## src/sv/multi_channel_timeout_monitor_unit_assert.svh

```systemverilog
// Assertion macros used by the top-level file of the timeout monitor.
`ifndef MULTI_CHANNEL_TIMEOUT_MONITOR_UNIT_ASSERT_SVH
`define MULTI_CHANNEL_TIMEOUT_MONITOR_UNIT_ASSERT_SVH

// A condition that must hold at every clock edge outside reset.
`define MCTM_ASSERT_ALWAYS(lbl, cond) \
  lbl: assert property (@(posedge clk) disable iff (rst) (cond)) \
    else $error("timeout monitor invariant violated");

// A condition that must be followed by another in the next cycle.
`define MCTM_ASSERT_NEXT(lbl, ante, cons) \
  lbl: assert property (@(posedge clk) disable iff (rst) (ante) |=> (cons)) \
    else $error("timeout monitor sequencing violated");

`endif

```

## src/sv/mctm_pkg.sv

```systemverilog
`default_nettype none
package mctm_pkg;

  // Fixed field widths of the block's ports.
  localparam int CMD_W     = 2;
  localparam int CHAN_W    = 3;
  localparam int TIMEOUT_W = 16;
  localparam int FLAG_W    = 8;
  localparam int NUM_REGS  = 8;
  localparam int CFG_IDX_W = 4;

  // Reset timeout of each channel, in milliseconds.
  localparam logic [TIMEOUT_W-1:0] RESET_TIMEOUTS [NUM_REGS] = '{
    16'd1000, 16'd1000, 16'd1000, 16'd400, 16'd500, 16'd200, 16'd400, 16'd5000
  };

  typedef enum logic [CMD_W-1:0] {
    CMD_TICK = 2'd0,
    CMD_KICK = 2'd1,
    CMD_SCAN = 2'd2
  } cmd_t;

  typedef enum logic [1:0] {
    ST_IDLE,
    ST_EXEC,
    ST_DONE
  } state_t;

  // Commands from the controller to the datapath.
  typedef struct packed {
    logic load;
    logic exec;
  } dp_ctrl_t;

endpackage
`default_nettype wire

```

## src/sv/mctm_ctrl.sv

```systemverilog
`default_nettype none
module mctm_ctrl (
  input  wire logic              clk,
  input  wire logic              rst,
  input  wire logic              start,
  output mctm_pkg::dp_ctrl_t     ctrl,
  output logic                   busy,
  output logic                   done
);

  mctm_pkg::state_t state;
  mctm_pkg::state_t state_next;
  logic             accept;

  assign accept = start && (state != mctm_pkg::ST_EXEC);

  always_ff @(posedge clk) begin
    if (rst) begin
      state <= mctm_pkg::ST_IDLE;
    end else begin
      state <= state_next;
    end
  end

  always_comb begin
    state_next = state;
    unique case (state)
      mctm_pkg::ST_IDLE: begin
        if (accept) state_next = mctm_pkg::ST_EXEC;
      end
      mctm_pkg::ST_EXEC: begin
        state_next = mctm_pkg::ST_DONE;
      end
      mctm_pkg::ST_DONE: begin
        if (accept) state_next = mctm_pkg::ST_EXEC;
        else        state_next = mctm_pkg::ST_IDLE;
      end
      default: begin
        state_next = mctm_pkg::ST_IDLE;
      end
    endcase
  end

  always_comb begin
    busy      = 1'b0;
    done      = 1'b0;
    ctrl.load = 1'b0;
    ctrl.exec = 1'b0;
    unique case (state)
      mctm_pkg::ST_IDLE: begin
        ctrl.load = start;
      end
      mctm_pkg::ST_EXEC: begin
        busy      = 1'b1;
        ctrl.exec = 1'b1;
      end
      mctm_pkg::ST_DONE: begin
        done      = 1'b1;
        ctrl.load = start;
      end
      default: begin
        busy = 1'b0;
      end
    endcase
  end

endmodule
`default_nettype wire

```

## src/sv/mctm_datapath.sv

```systemverilog
`default_nettype none
module mctm_datapath #(
  parameter int CHANNELS  = 8,
  parameter int TIME_BITS = 32
) (
  input  wire logic                               clk,
  input  wire logic                               rst,
  input  wire mctm_pkg::dp_ctrl_t                 ctrl,
  input  wire logic [mctm_pkg::CMD_W-1:0]         cmd,
  input  wire logic [mctm_pkg::CHAN_W-1:0]        channel,
  input  wire logic                               cfg_we,
  input  wire logic [mctm_pkg::CFG_IDX_W-1:0]     cfg_index,
  input  wire logic [mctm_pkg::TIMEOUT_W-1:0]     cfg_data,
  output logic      [mctm_pkg::FLAG_W-1:0]        overtime_flags,
  output logic      [mctm_pkg::FLAG_W-1:0]        lost_flags,
  output logic                                    any_overtime
);

  localparam int CH_IDX_W = (CHANNELS > 1) ? $clog2(CHANNELS) : 1;

  logic [mctm_pkg::CMD_W-1:0]     cmd_q;
  logic [mctm_pkg::CHAN_W-1:0]    channel_q;
  logic [mctm_pkg::TIMEOUT_W-1:0] timeout   [CHANNELS];
  logic [TIME_BITS-1:0]           time_now;
  logic [TIME_BITS-1:0]           kick_stamp [CHANNELS];
  logic [CHANNELS-1:0]            lost_flag;
  logic [CHANNELS-1:0]            overtime_flag;
  logic                           any_timeout;
  logic [CHANNELS-1:0]            timed_out;
  logic                           kick_ok;
  logic                           cfg_ok;

  assign kick_ok = (32'(channel_q) < CHANNELS);
  assign cfg_ok  = (32'(cfg_index) < CHANNELS);

  // One subtract and compare per channel; the subtraction wraps at TIME_BITS.
  always_comb begin
    logic [TIME_BITS-1:0] elapsed;
    timed_out = '0;
    for (int i = 0; i < CHANNELS; i++) begin
      elapsed      = time_now - kick_stamp[i];
      timed_out[i] = elapsed > TIME_BITS'(timeout[i]);
    end
  end

  always_ff @(posedge clk) begin
    if (ctrl.load) begin
      cmd_q     <= cmd;
      channel_q <= channel;
    end
  end

  always_ff @(posedge clk) begin
    if (rst) begin
      for (int i = 0; i < CHANNELS; i++) begin
        timeout[i] <= mctm_pkg::RESET_TIMEOUTS[i];
      end
    end else if (cfg_we && cfg_ok) begin
      timeout[cfg_index[CH_IDX_W-1:0]] <= cfg_data;
    end
  end

  always_ff @(posedge clk) begin
    if (rst) begin
      time_now      <= '0;
      lost_flag     <= '1;
      overtime_flag <= '1;
      any_timeout   <= 1'b0;
      for (int i = 0; i < CHANNELS; i++) begin
        kick_stamp[i] <= '0;
      end
    end else if (ctrl.exec) begin
      case (mctm_pkg::cmd_t'(cmd_q))
        mctm_pkg::CMD_TICK: begin
          time_now <= time_now + TIME_BITS'(1);
        end
        mctm_pkg::CMD_KICK: begin
          if (kick_ok) begin
            kick_stamp[channel_q[CH_IDX_W-1:0]] <= time_now;
            lost_flag[channel_q[CH_IDX_W-1:0]]  <= 1'b0;
          end
        end
        mctm_pkg::CMD_SCAN: begin
          for (int i = 0; i < CHANNELS; i++) begin
            if (timed_out[i]) begin
              if (!overtime_flag[i]) begin
                lost_flag[i]     <= 1'b1;
                overtime_flag[i] <= 1'b1;
              end
            end else begin
              lost_flag[i]     <= 1'b0;
              overtime_flag[i] <= 1'b0;
            end
          end
          any_timeout <= |timed_out;
        end
        default: begin
          any_timeout <= any_timeout;
        end
      endcase
    end
  end

  always_comb begin
    overtime_flags = '0;
    lost_flags     = '0;
    for (int i = 0; i < CHANNELS; i++) begin
      overtime_flags[i] = overtime_flag[i];
      lost_flags[i]     = lost_flag[i];
    end
    any_overtime = any_timeout;
  end

endmodule
`default_nettype wire

```

## src/sv/multi_channel_timeout_monitor_unit.sv

```systemverilog
`default_nettype none
// Eight-channel software-style watchdog. A command beat is taken when start is
// high and busy is low; it is a one-millisecond tick, a kick of one channel or
// a scan of all channels, and the spare code changes nothing. The controller
// latches the command on acceptance, the datapath applies it in the execute
// state, and then done is high for exactly one cycle with the channel flags
// on the result ports. The receiver cannot stall, so the result must be
// captured in that cycle. A new command may be presented in the cycle that
// done is high; none is taken while the controller is in its execute state.
// Timeouts are written through the configuration channel, which is always
// ready; write them only while the block is idle.
module multi_channel_timeout_monitor_unit #(
  parameter int CHANNELS  = 8,
  parameter int TIME_BITS = 32
) (
  input  wire logic                               clk,
  input  wire logic                               rst,
  input  wire logic                               start,
  output logic                                    busy,
  input  wire logic [mctm_pkg::CMD_W-1:0]         cmd,
  input  wire logic [mctm_pkg::CHAN_W-1:0]        channel,
  output logic                                    done,
  output logic      [mctm_pkg::FLAG_W-1:0]        overtime_flags,
  output logic      [mctm_pkg::FLAG_W-1:0]        lost_flags,
  output logic                                    any_overtime,
  input  wire logic                               cfg_valid,
  output logic                                    cfg_ready,
  input  wire logic [mctm_pkg::CFG_IDX_W-1:0]     cfg_index,
  input  wire logic [mctm_pkg::TIMEOUT_W-1:0]     cfg_data
);

  mctm_pkg::dp_ctrl_t ctrl;

  // Register writes never wait; indexes outside the channel bank are dropped.
  assign cfg_ready = 1'b1;

  // The controller sequences each command through a latch and an execute cycle.
  mctm_ctrl u_ctrl (
    .clk   (clk),
    .rst   (rst),
    .start (start),
    .ctrl  (ctrl),
    .busy  (busy),
    .done  (done)
  );

  // The datapath holds the counter, kick stamps, flags and timeout registers,
  // and compares every channel in parallel during a scan.
  mctm_datapath #(
    .CHANNELS  (CHANNELS),
    .TIME_BITS (TIME_BITS)
  ) u_datapath (
    .clk            (clk),
    .rst            (rst),
    .ctrl           (ctrl),
    .cmd            (cmd),
    .channel        (channel),
    .cfg_we         (cfg_valid && cfg_ready),
    .cfg_index      (cfg_index),
    .cfg_data       (cfg_data),
    .overtime_flags (overtime_flags),
    .lost_flags     (lost_flags),
    .any_overtime   (any_overtime)
  );

  `include "multi_channel_timeout_monitor_unit_assert.svh"

  // An accepted beat always moves into the execute cycle.
  `MCTM_ASSERT_NEXT(a_accept_exec, start && !busy, busy)
  // The execute cycle is always followed by the result strobe.
  `MCTM_ASSERT_NEXT(a_exec_done, busy, done && !busy)
  // A lost flag is only ever set together with its overtime flag.
  `MCTM_ASSERT_ALWAYS(a_lost_within_overtime, (lost_flags & ~overtime_flags) == '0)
  // The aggregate flag implies at least one channel is overtime.
  `MCTM_ASSERT_ALWAYS(a_any_has_channel, !any_overtime || (overtime_flags != '0))

endmodule
`default_nettype wire

```

## config.mk

```make
export PLATFORM = sky130hd
export DESIGN_NAME = multi_channel_timeout_monitor_unit
export DESIGN_NICKNAME = d
export VERILOG_FILES = /design/src/sv/mctm_pkg.sv /design/src/sv/mctm_ctrl.sv /design/src/sv/mctm_datapath.sv /design/src/sv/multi_channel_timeout_monitor_unit.sv
export VERILOG_INCLUDE_DIRS = /design/src /design/src/sv
export SDC_FILE = /design/constraint.sdc
export NUM_CORES = 1
export LEC_CHECK = 0
export BUFFER_PORTS_ARGS = -buffer_cell sky130_fd_sc_hd__buf_2
export CAP_MARGIN = 30
export CORE_MARGIN = 2
export CORE_UTILIZATION = 60
export CTS_CLUSTER_DIAMETER = 30
export DETAILED_ROUTE_END_ITERATION = 6
export MAX_ROUTING_LAYER = met4
export PLACE_DENSITY = 0.76
export SETUP_SLACK_MARGIN = 0.15
export SLEW_MARGIN = 20
export SYNTH_ARGS = -nofsm -noshare
export SYNTH_HDL_FRONTEND = slang
export SYNTH_SLANG_ARGS = --single-unit
```

## constraint.sdc

```tcl
create_clock -name clk -period 6.2 [get_ports clk]
set_clock_uncertainty 0.2 [all_clocks]
set_input_delay 0.62 -clock clk [delete_from_list [all_inputs] [get_ports clk]]
set_output_delay 0.62 -clock clk [all_outputs]
set_load 0.03 [all_outputs]
```

# Word-level counts from Yosys, hierarchy flattened
# Memories as Yosys holds them, arrays and structs flattened.
# Cells that the tools add are included.
[word_totals]
reg_bits = 56
mem_bits_rw = 384
word_cells = 120
mem_count = 2
out_inout_bits = 20
input_bits = 29
[mem_list]
columns = ["memory", "words", "width", "rd", "rd_ports_with_merged_regs", "wr", "line_no", "text"]
rows = [
  ["u_datapath.kick_stamp", 8, 32, 8, 0, 8, "mctm_datapath.sv:25", "logic [TIME_BITS-1:0] kick_stamp [CHANNELS];"],
  ["u_datapath.timeout", 8, 16, 8, 0, 8, "mctm_datapath.sv:23", "logic [mctm_pkg::TIMEOUT_W-1:0] timeout [CHANNELS];"],
]
[classes]
addsub = 9
n_lt_le_gt_ge = 11
muxes = 48
bitwise_logic = 2
n_eq_ne = 14
reduce_logical = 20
[ops]
columns = ["cell", "count"]
rows = [
  ["$gt A32 B16 Y1", 8],
  ["$sub A32 B32 Y32", 8],
  ["$mux W1", 40],
  ["$add A32 B1 Y32 const B", 1],
  ["$mux W32", 1],
  ["$reduce_or A32 Y1", 1],
  ["$ne A3 B3 Y1 const B", 8],
  ["$reduce_and A3 Y1", 8],
  ["$mux W16", 1],
  ["$pmux W8 S2", 1],
  ["$reduce_or A16 Y1", 1],
  ["$and A8 B8 Y8", 1],
  ["$not A8 Y8", 1],
  ["$reduce_or A8 Y1", 1],
  ["$mux W3", 2],
  ["$pmux W2 S3", 1],
  ["$eq A2 B1 Y1 const B", 2],
  ["$eq A2 B2 Y1 const B", 2],
  ["$logic_not A2 Y1", 2],
  ["$lt A3 B4 Y1 const B", 1],
  ["$lt A4 B4 Y1 const B", 1],
  ["$ne A2 B1 Y1 const B", 2],
  ["$reduce_and A2 Y1", 2],
  ["$demux W1 S3", 1],
  ["other kinds (5)", 7],
]

# Longest topological paths before layout
# Gate-level depths: netlist (run 1).
[logic_depth]
depth_word = 7
ltp_mapped = 27
ltp_nobuf = 27

# By module
# Synthesis (run 1) repeated with hierarchy kept, for this count alone.
[hier_totals]
hier_cells = 4020
area_unflattened_um2 = 35651.7
[by_module_without_submodules]
columns = ["module", "cells_each", "n_inst", "seq_area_each_um2", "area_each_um2"]
rows = [
  ["mctm_datapath", 4010, 1, 12662.1, 35554.1],
  ["mctm_ctrl", 8, 1, 40.0, 86.3],
  ["multi_channel_timeout_monitor_unit", 2, 1, 0.0, 11.3],
]

# Worst setup path before layout (run 1)
# No wires, ideal clock.
[synth_timing]
path_kind = "register to register"
startpoint = "register u_datapath.time_now[1]"
endpoint = "register u_datapath.any_timeout, in the netlist u_datapath.any_overtime"
t_arrival_ps = 5255
setup_ps = 131
t_required_ps = 5869
path_slack_ps = 614
stages_incl_launch_ff = 25
cell_sequence = "dfxtp_1 ha_1 nor2b_1 o31ai_1 a21oi_1 o21ai_0 a21boi_0 o21ai_0 nand2b_1 a21oi_1 o21bai_1 a221oi_1 mux2i_1 nand2_1 ha_1 and4_1 a221oi_1 a21oi_1 nor4_1 o2111ai_1 or4_1 nand4bb_1 or4_1 nor4_2 nor3_1"
[synth_via]
elab_chain_cells = 3
word_cells_on_any_way = 17
[synth_lines]
columns = ["element", "line_no", "text"]
rows = [
  ["start: declaration", "mctm_datapath.sv:24", "logic [TIME_BITS-1:0] time_now;"],
  ["start signal: assignment", "mctm_datapath.sv:75", "time_now <= time_now + TIME_BITS'(1);"],
  ["$sub A32 B32 Y32", "mctm_datapath.sv:41", "elapsed = time_now - kick_stamp[i];"],
  ["$gt A32 B16 Y1", "mctm_datapath.sv:42", "timed_out[i] = elapsed > TIME_BITS'(timeout[i]);"],
  ["$reduce_or A8 Y1 (*)", "mctm_datapath.sv:95", "any_timeout <= |timed_out;"],
  ["end signal: assignment", "mctm_datapath.sv:95", ""],
  ["end signal: assignment", "mctm_datapath.sv:98", "any_timeout <= any_timeout;"],
  ["end: declaration", "mctm_datapath.sv:28", "logic any_timeout;"],
]
# Mark *: on every way between the ends. The rest lies on a longest branch, timed or not.
# A chain may end at the register's enable or synchronous reset.

# Worst setup path in the final report (run 1)
[layout_timing]
startpoint = "register u_datapath.time_now[0]"
endpoint = "register u_datapath.any_timeout, in the netlist u_datapath.any_overtime"
# The elaborated chain is that of the path after synthesis.

==> parameters.txt, run 1 <==
Parameter                              Value

Placement
  Buffers on Ports ... 47
  GPL Wtd Cong ... 1.002
  DP Wirelength ... 80020 um

Finish
  # diodes ... 0
  Syn-to-layout area delta ... 14.76%
  # nets final ... 4577
  Share of layout cells above drive strength 1 ... 9.897%
  Commonest cells after routing, fill and taps aside ... 445 x sky130_fd_sc_hd__inv_1, 389 x sky130_fd_sc_hd__edfxtp_1, 380 x sky130_fd_sc_hd__ha_1
  Most common cell after layout, fill and taps aside ... sky130_fd_sc_hd__inv_1

Clock tree
  CTS clock-pin slew for the worst setup and hold paths ... 0.05 ns
  Clock H-tree levels ... 3
  Clock latency on the worst-skew pair ... 0.67 ns
  # Post-CTS Setup Buffers ... 0
  Cell at the root of the clock tree ... sky130_fd_sc_hd__clkbuf_16
  Clock buffers created by TritonCTS ... 106
  CTS Buffer Depth ... 3
  Number of sinks driven by the clock tree ... 440
  Clock tree from TritonCTS ... done

Logic synthesis
  Multiplexer share of the synthesized area ... 0.5156%
  Count of mapped cells out of synthesis ... 4060
  Main combinational cell family by area after synthesis ... simple AND/OR/NAND/NOR gates
  Area share of xor/xnor cells in the synthesized design ... 4.389%
  Synth Flop Type ... sky130_fd_sc_hd__edfxtp_1
  Synthesized cell area ... 35920 um2
  Simple-gate share of the synthesized area ... 21.56%
  Average size of a mapped cell ... 8.847 um2
  Register area share after synthesis ... 35.36%
  Number of distinct library cells after synthesis ... 95
  Proportion of synthesized flip-flops having asynchronous set or reset ... 0%
  Count of synthesis-stage warnings from yosys ... 0
  Share of synthesized cell area in full adder, half adder and majority cells ... 13.68%
  Synthesized netlist net count ... 4477
  Flip-flop and latch count after synthesis ... 440
  EDFF count, synth ... 389
  Share of the synthesized area in compound gates (AO/OA/AOI/OAI) ... 18.02%

Setup path
  Maximum single-stage delay on the critical path ... 0.55 ns
  Flop2flop setup slack ... 0.36 ns
  Crit path buf inv count ... 3
  Critical path's top delay family ... compound AO/OA/AOI/OAI gates
  End point of the critical path ... u_datapath.any_overtime
  Worst r2r dst ... u_datapath.any_overtime
  FF-to-FF Start ... u_datapath.time_now[0]
  Worst endpoint data arrival time ... 6.15 ns
  Startpoint of the most critical setup path ... u_datapath.time_now[0]
  Top fanout value on the critical path ... 13
  CP max stage cell ... sky130_fd_sc_hd__or4_1
  Total stage count of the critical path ... 23
  Worst reg-to-reg path cell count ... 23
  Data required time of the critical path ... 6.51 ns
  Crit end category ... flip-flop
  Launching element type of the critical path ... flip-flop
  Worst setup path category ... reg -> reg
  Worst-path cell chain ... inv_2, buf_4, ha_1, nor2b_1, o31a_1, o21a_1, o211ai_1, nand2_1, a21o_1, a21oi_1, xnor2_1, ha_1, and4_1, a221o_1, o31ai_1, o31ai_1, a2111oi_0, nor4b_2, nand4b_1, buf_4, or4_1, nor4_2, nor3_1

Pwr
  Share of total power consumed by net switching ... 24.73%
  Power per Cell Area ... 237.6 nW/um2
  Maximum ir drop on the vdd rail ... 0.0002728 V
  Relative contribution of sequential cells to total power ... 34.5%
  Leakage power ... 18.03 nW
  Combinational group share of total power ... 8.8%
  P_sw ... 2.422 mW
  Final Power ... 9.795 mW
  Clock network power share ... 56.8%
  Internal power ... 7.373 mW

Status
  Outcome ... finished, final reports clean

STA
  Upper clock frequency limit ... 0.1712 GHz
  Final critical delay including setup and external delays ... 5.840 ns
  Ratio of final minimum period to clock period ... 94.19%
  Worst-Margin Slew ... 1.069 ns
  Final-report max-slew violation count ... 0
  Setup Viol. Count Final ... 0
  Max-slew headroom at the worst pin ... 26.87%
  Setup TNS ... 0 ns
  RSZ-0062 raised after global routing ... false
  Final number of hold-violating endpoints ... 0
  Worst hold-check slack ... 0.2613 ns

Global routing
  Tot GR Track Use ... 35.72%
  Number of antenna violations at the first check in global routing ... 6
  Overflow left after global routing ... 0
  First-pass GRT wire length ... 167400 um
  Vias in the first global route ... 30531
  Maximum number of pins on one net before global-route repair ... 49

Detailed routing
  Detailed router's first-iteration violation count ... 2595
  Number of nets with antenna violations after detailed routing ... 0
  Routed WL per cell ... 21.72 um
  Detailed-route via count ... 31368
  Final WL ... 109200 um
  Remaining routing DRC violations ... 0
  DR pass1 iterations ... 6
  Vias per cell ... 6.240

Die
  Number of primary I/O pins ... 49
  Number of rows created at floorplan ... 89
  Die Span X ... 248.7 um
  Die height ... 248.7 um
  Initial Utilization ... 60.74%
  Core ar. ... 59130 um2
  Area enclosed by the die boundary ... 61840 um2

Hold path
  Kind of path behind the tightest hold check ... in -> reg

Run
  Max-capacitance violation count ... 0
==> sequential cells by signal, summed over array words and instances, names as in the netlist, 2 cells and up <==
| signal | flops |
|---|---|
| u_datapath.lost_flags | 8 |
| u_datapath.time_now | 32 |
| u_datapath.channel_q | 3 |
| u_datapath.cmd_q | 2 |
| u_datapath.timeout | 128 |
| u_datapath.overtime_flags | 8 |
| u_datapath.kick_stamp | 256 |
| u_ctrl.state | 2 |
==> Yosys cell counts, drive strengths merged, types with 45 or more instances <==
| library cell | instances | area share (%) |
|---|---|---|
| inv | 447 | 4.7 |
| edfxtp | 389 | 33 |
| ha | 380 | 13 |
| and2 | 341 | 5.9 |
| a21oi | 298 | 4.2 |
| nor2 | 250 | 2.6 |
| nand2 | 213 | 2.2 |
| o21ai | 189 | 2.6 |
| clkbuf | 149 | 1.6 |
| xnor2 | 114 | 2.8 |
| nor3 | 105 | 1.5 |
| nand3 | 94 | 1.3 |
| a21o | 91 | 1.9 |
| nand4 | 82 | 1.4 |
| xor2 | 66 | 1.6 |
| o21a | 59 | 1.2 |
| nor2b | 57 | 0.99 |
| and3 | 52 | 0.91 |
| dfxtp | 51 | 2.8 |
| or3 | 49 | 0.85 |
| nand2b | 48 | 0.84 |
| o211ai | 46 | 0.98 |
| nor4 | 45 | 0.82 |
==> power by group through the flow <==
stage	clock, mW	sequential [mW]	combinational [mW]
global placement	0	3.42	0.813
global route	5.75	3.38	0.947
CTS	5.60	3.38	0.841
finish	5.56	3.38	0.861
floorplan	0	3.43	0.567
detailed placement	0	3.43	0.829
==> layout make-up <==
cell class,count,area (um2)
fillers,4629,17910
well taps,773,967.2
clock buffers,134,2900
repair buffers,154,1101
multi-input cells,3009,21120
inverters,449,1685
clock inverters,68,743.2
flip-flops and latches,440,12700
==> stage by stage <==
stage | area [um2] | utilization, % | cells | setup WS (ns)
floorplan | 35920 | - | 4060 | 0.6139
global placement | 37350 | 63.17 | 4819 | 0.2173
detailed placement | 37360 | 63.18 | 4820 | 0.1449
CTS | 41060 | 69.45 | 5027 | 0.1717
global route | 41220 | 69.71 | 5027 | 0.1083
finish | 41220 | 69.71 | 5027 | 0.3601
==> what timing repair did <==
item,4_1_cts,5_1_grt
resized for setup,3,37
hold endpoints to repair,5,0
hold buffers,5,0
pin swaps,0,8
setup endpoints to repair,1,8
==> tightest hold or removal path, cell delays in order <==
cell and delay (ns):
sky130_fd_sc_hd__buf_2 0.09, sky130_fd_sc_hd__inv_1 0.11, sky130_fd_sc_hd__and2_1 0.23
==> per-layer routing <==
layer  track usage [%]  vias up  wire [um]
li1                  -    14918          -
met1             42.12    14928      43280
met2             59.59     1233      52530
met3             5.140      289       7765
met4             18.48        0       5595
met5                 -        -          0
==> how the worst min path moves through the flow <==
stage	endpoint	slack, ns	start	depth (start not counted)
global placement	u_datapath.lost_flags[6]	0.28	u_datapath.lost_flags[6]	2
global route	u_datapath.timeout[3][1]	0.25	cfg_data[1]	2
floorplan	u_datapath.time_now[0]	0.34	u_datapath.time_now[0]	2
CTS	u_datapath.timeout[3][1]	0.23	cfg_data[1]	2
detailed placement	u_datapath.lost_flags[6]	0.28	u_datapath.lost_flags[6]	2
finish	u_ctrl.state[1]	0.26	rst	3
==> cell families after synthesis <==
| family | Yosys count |
|---|---|
| flops | 440 |
| compound gates | 990 |
| other cells | 1 |
| mux | 18 |
| buf+inv | 611 |
| xor+xnor | 180 |
| fa+ha+maj | 388 |
| simple gates | 1432 |
(Power assumes the default switching activity.)
==> run 2: changes to the inputs <==
--- a/config.mk
+++ b/config.mk
@@ -9,11 +9,11 @@
 export BUFFER_PORTS_ARGS = -buffer_cell sky130_fd_sc_hd__buf_2
 export CAP_MARGIN = 30
 export CORE_MARGIN = 2
-export CORE_UTILIZATION = 60
+export CORE_UTILIZATION = 53
 export CTS_CLUSTER_DIAMETER = 30
 export DETAILED_ROUTE_END_ITERATION = 6
 export MAX_ROUTING_LAYER = met4
-export PLACE_DENSITY = 0.76
+export PLACE_DENSITY = 0.69
 export SETUP_SLACK_MARGIN = 0.15
 export SLEW_MARGIN = 20
 export SYNTH_ARGS = -nofsm -noshare
==> run 2 against run 1 <==
Effect of this change:
- cell count rose by 2.1%
- design area is 0.55% higher
- power is 0.58% lower
- critical endpoint unchanged
- count of clock-buffer cells in the layout down 3
- global-route usage down 5.2 points
- first-iteration DRC count is 10% lower
- highest routed layer unchanged
- critical path type unchanged
==> parameters.txt, run 2 (synthesis results as in run 1) <==
Parameter                              Value

Finish
  Post-layout utilization of the core ... 61.72% (-8.0 points)
  # nets final ... 4579 (+0.044%)
  Syn-to-layout area delta ... 15.40%
  Share of layout cells above drive strength 1 ... 9.993% (+0.096 points)
  Commonest cells after routing, fill and taps aside ... 445 x sky130_fd_sc_hd__inv_1, 389 x sky130_fd_sc_hd__edfxtp_1, 380 x sky130_fd_sc_hd__ha_1
  Largest register FFs ... 256 (unchanged)
  Largest register by flop count ... u_datapath.kick_stamp
  Most common cell after layout, fill and taps aside ... sky130_fd_sc_hd__inv_1
  Final cell area excluding filler cells ... 41450 um2 (+0.55%)
  Registers with the most flip-flops ... u_datapath.kick_stamp (256), u_datapath.timeout (128), u_datapath.time_now (32)

Clock tree
  Clock latency on the worst-skew pair ... 0.68 ns (about the same)
  Cell at the root of the clock tree ... sky130_fd_sc_hd__clkbuf_16
  CTS Buffer Depth ... 3 (unchanged)
  CTS clock-pin slew for the worst setup and hold paths ... 0.05 ns (about the same)
  Clock buffers created by TritonCTS ... 106 (unchanged)
  Clock H-tree levels ... 3 (unchanged)
  Clock tree from TritonCTS ... done
  Number of sinks driven by the clock tree ... 440 (unchanged)

Setup path
  Worst-path cell chain ... buf_4, buf_6, inv_2, buf_12, fa_1, nand2b_1, a21oi_1, o22a_1, a221o_1, xor2_1, ha_1, nand4_1, a2111oi_0, nor4_1, buf_4, o211ai_1, nor4_1, nand4_1, a2111oi_2, nand4_1, buf_4, nor4_2, nor3_1
  Top fanout value on the critical path ... 12 (-1)
  Worst endpoint data arrival time ... 6.21 ns (+0.06 ns)
  Worst setup path category ... reg -> reg
  Worst r2r dst ... u_datapath.any_overtime
  Maximum single-stage delay on the critical path ... 0.47 ns (-0.08 ns)
  FF-to-FF Start ... u_datapath.time_now[1]
  Data required time of the critical path ... 6.52 ns (about the same)
  CP max stage cell ... sky130_fd_sc_hd__a2111oi_2
  Crit end category ... flip-flop
  Launching element type of the critical path ... flip-flop
  Flop2flop setup slack ... 0.32 ns (-0.04 ns)
  Worst reg-to-reg path cell count ... 23 (unchanged)

STA
  Worst-Margin Slew ... 0.9253 ns (-0.1440 ns)
  Max-slew headroom at the worst pin ... 38.23% (+11 points)
  Least setup slack across all paths after layout ... 0.3166 ns (-0.04349 ns)
  Final critical delay including setup and external delays ... 5.883 ns (+0.04349 ns)
  Upper clock frequency limit ... 0.1700 GHz (-0.74%)
  Ratio of final minimum period to clock period ... 94.89% (+0.70 points)
  Setup Viol. Count Final ... 0 (unchanged)
  Final number of hold-violating endpoints ... 0 (unchanged)
  Final-report max-slew violation count ... 0 (unchanged)
  RSZ-0062 raised after global routing ... true

Pwr
  P_sw ... 2.455 mW (+1.4%)
  Relative contribution of sequential cells to total power ... 34.7% (+0.2 points)
  Power per Cell Area ... 234.9 nW/um2 (-1.1%)
  Maximum ir drop on the vdd rail ... 0.0003058 V (+12%)
  Internal power ... 7.283 mW (-1.2%)
  Leakage power ... 18.07 nW (+0.19%)
  Share of total power consumed by net switching ... 25.21% (+0.48 points)
  Clock network power share ... 56.5% (-0.3 points)
  Combinational group share of total power ... 8.9% (about the same)

Placement
  Cell area after placement ... 37510 um2 (+0.42%)
  Buffers on Ports ... 47 (unchanged)
  Post-place setup slack ... -0.2139 ns (-0.3589 ns)
  DP Wirelength ... 78510 um (-1.9%)
  GPL Wtd Cong ... 0.9744 (-2.8%)

Global routing
  First-pass GRT wire length ... 162700 um (-2.8%)
  Tot GR Track Use ... 30.51% (-5.2 points)
  Overflow left after global routing ... 0 (unchanged)
  Maximum number of pins on one net before global-route repair ... 33 (-33%)
  Number of antenna violations at the first check in global routing ... 7 (+1)
  Vias in the first global route ... 30337 (-0.64%)

Detailed routing
  Vias per cell ... 6.052 (-3.0%)
  Remaining routing DRC violations ... 0 (unchanged)
  Detailed router's first-iteration violation count ... 2326 (-10%)
  Final WL ... 104900 um (-3.9%)
  Detailed-route via count ... 31052 (-1.0%)
  Number of nets with antenna violations after detailed routing ... 0 (unchanged)
  DR pass1 iterations ... 5 (-1)
  Routed WL per cell ... 20.44 um (-5.9%)

Die
  Number of rows created at floorplan ... 95 (+6.7%)
  Core ar. ... 67160 um2 (+14%)
  Die height ... 264.3 um (+6.3%)
  Die Span X ... 264.3 um (+6.3%)
  Initial Utilization ... 53.48% (-7.3 points)
  Area enclosed by the die boundary ... 69870 um2 (+13%)
  Number of primary I/O pins ... 49 (unchanged)

Hold path
  Worst Hold End ... u_datapath.timeout[6][0]
  Kind of path behind the tightest hold check ... in -> reg
  Hold Crit Depth ... 2 (-1)
  Launch point of the worst hold path ... cfg_data[0]

Run
  Max-capacitance violation count ... 0 (unchanged)

Status
  Outcome ... finished, final reports clean
[run 2: timing repair]
action	4_1_cts	5_1_grt
hold buffers	5	0
gates resized for setup	9	38
hold endpoints to repair	5	0
pin swaps	2	14
setup buffers	0	4
endpoints found under the setup margin	4	10
[run 2: layout make-up]
class	count	area, um2
Tap cell	873	1092
Clock inverter	68	817.0
Multi-Input combinational cell	3009	21170
Clock buffer	131	2796
Timing Repair Buffer	156	1175
Fill cell	5770	25710
Inverter	449	1685
Sequential cell	440	12700
Antenna cell	5	12.51
[run 2: power groups by stage]
stage | sequential (mW) | combinational, mW | clock (mW)
finish | 3.38 | 0.862 | 5.50
detailed placement | 3.43 | 0.833 | 0
floorplan | 3.43 | 0.567 | 0
global placement | 3.42 | 0.814 | 0
global route | 3.38 | 0.953 | 5.70
CTS | 3.38 | 0.844 | 5.55
[run 2: worst max-delay path by stage]
stage                              end                   startpoint  depth (start not counted)  slack, ns
3_3_place_gp   u_datapath.any_overtime       u_datapath.time_now[0]                         22      -0.15
3_5_place_dp   u_datapath.any_overtime       u_datapath.time_now[0]                         22      -0.21
2_1_floorplan  u_datapath.any_overtime       u_datapath.time_now[1]                         24       0.61
4_1_cts        u_datapath.any_overtime       u_datapath.time_now[1]                         24       0.15
6_report       u_datapath.any_overtime       u_datapath.time_now[1]                         23       0.32
5_1_grt        u_datapath.any_overtime  u_datapath.kick_stamp[2][1]                         27       0.08
[run 2: worst max-delay path, delay by kind of cell, from the launching register on]
family	cells	cell delay [ns]
fa+ha+maj	2	0.73
buf+inv	6	1.03
xor+xnor	1	0.27
flops	1	0.35
simple gates	8	1.75
compound gates	6	1.39
[run 2: routing by layer]
metal	track usage, %	routed length, um
met5	-	0
met4	14.02	4976
met3	3.514	6763
met2	52.40	50910
met1	35.85	42220
[run 2: per-stage QoR]
stage	cells	hold WS (ns)	power [mW]	setup TNS, ns
6_report	5131	0.2439	9.738	0
5_1_grt	5126	0.2482	10.04	0
4_1_cts	5120	0.2115	9.774	0
3_5_place_dp	4916	0.2960	4.261	-0.2139
3_3_place_gp	4912	0.2722	4.238	-0.1464
2_1_floorplan	4060	0.3391	3.992	0
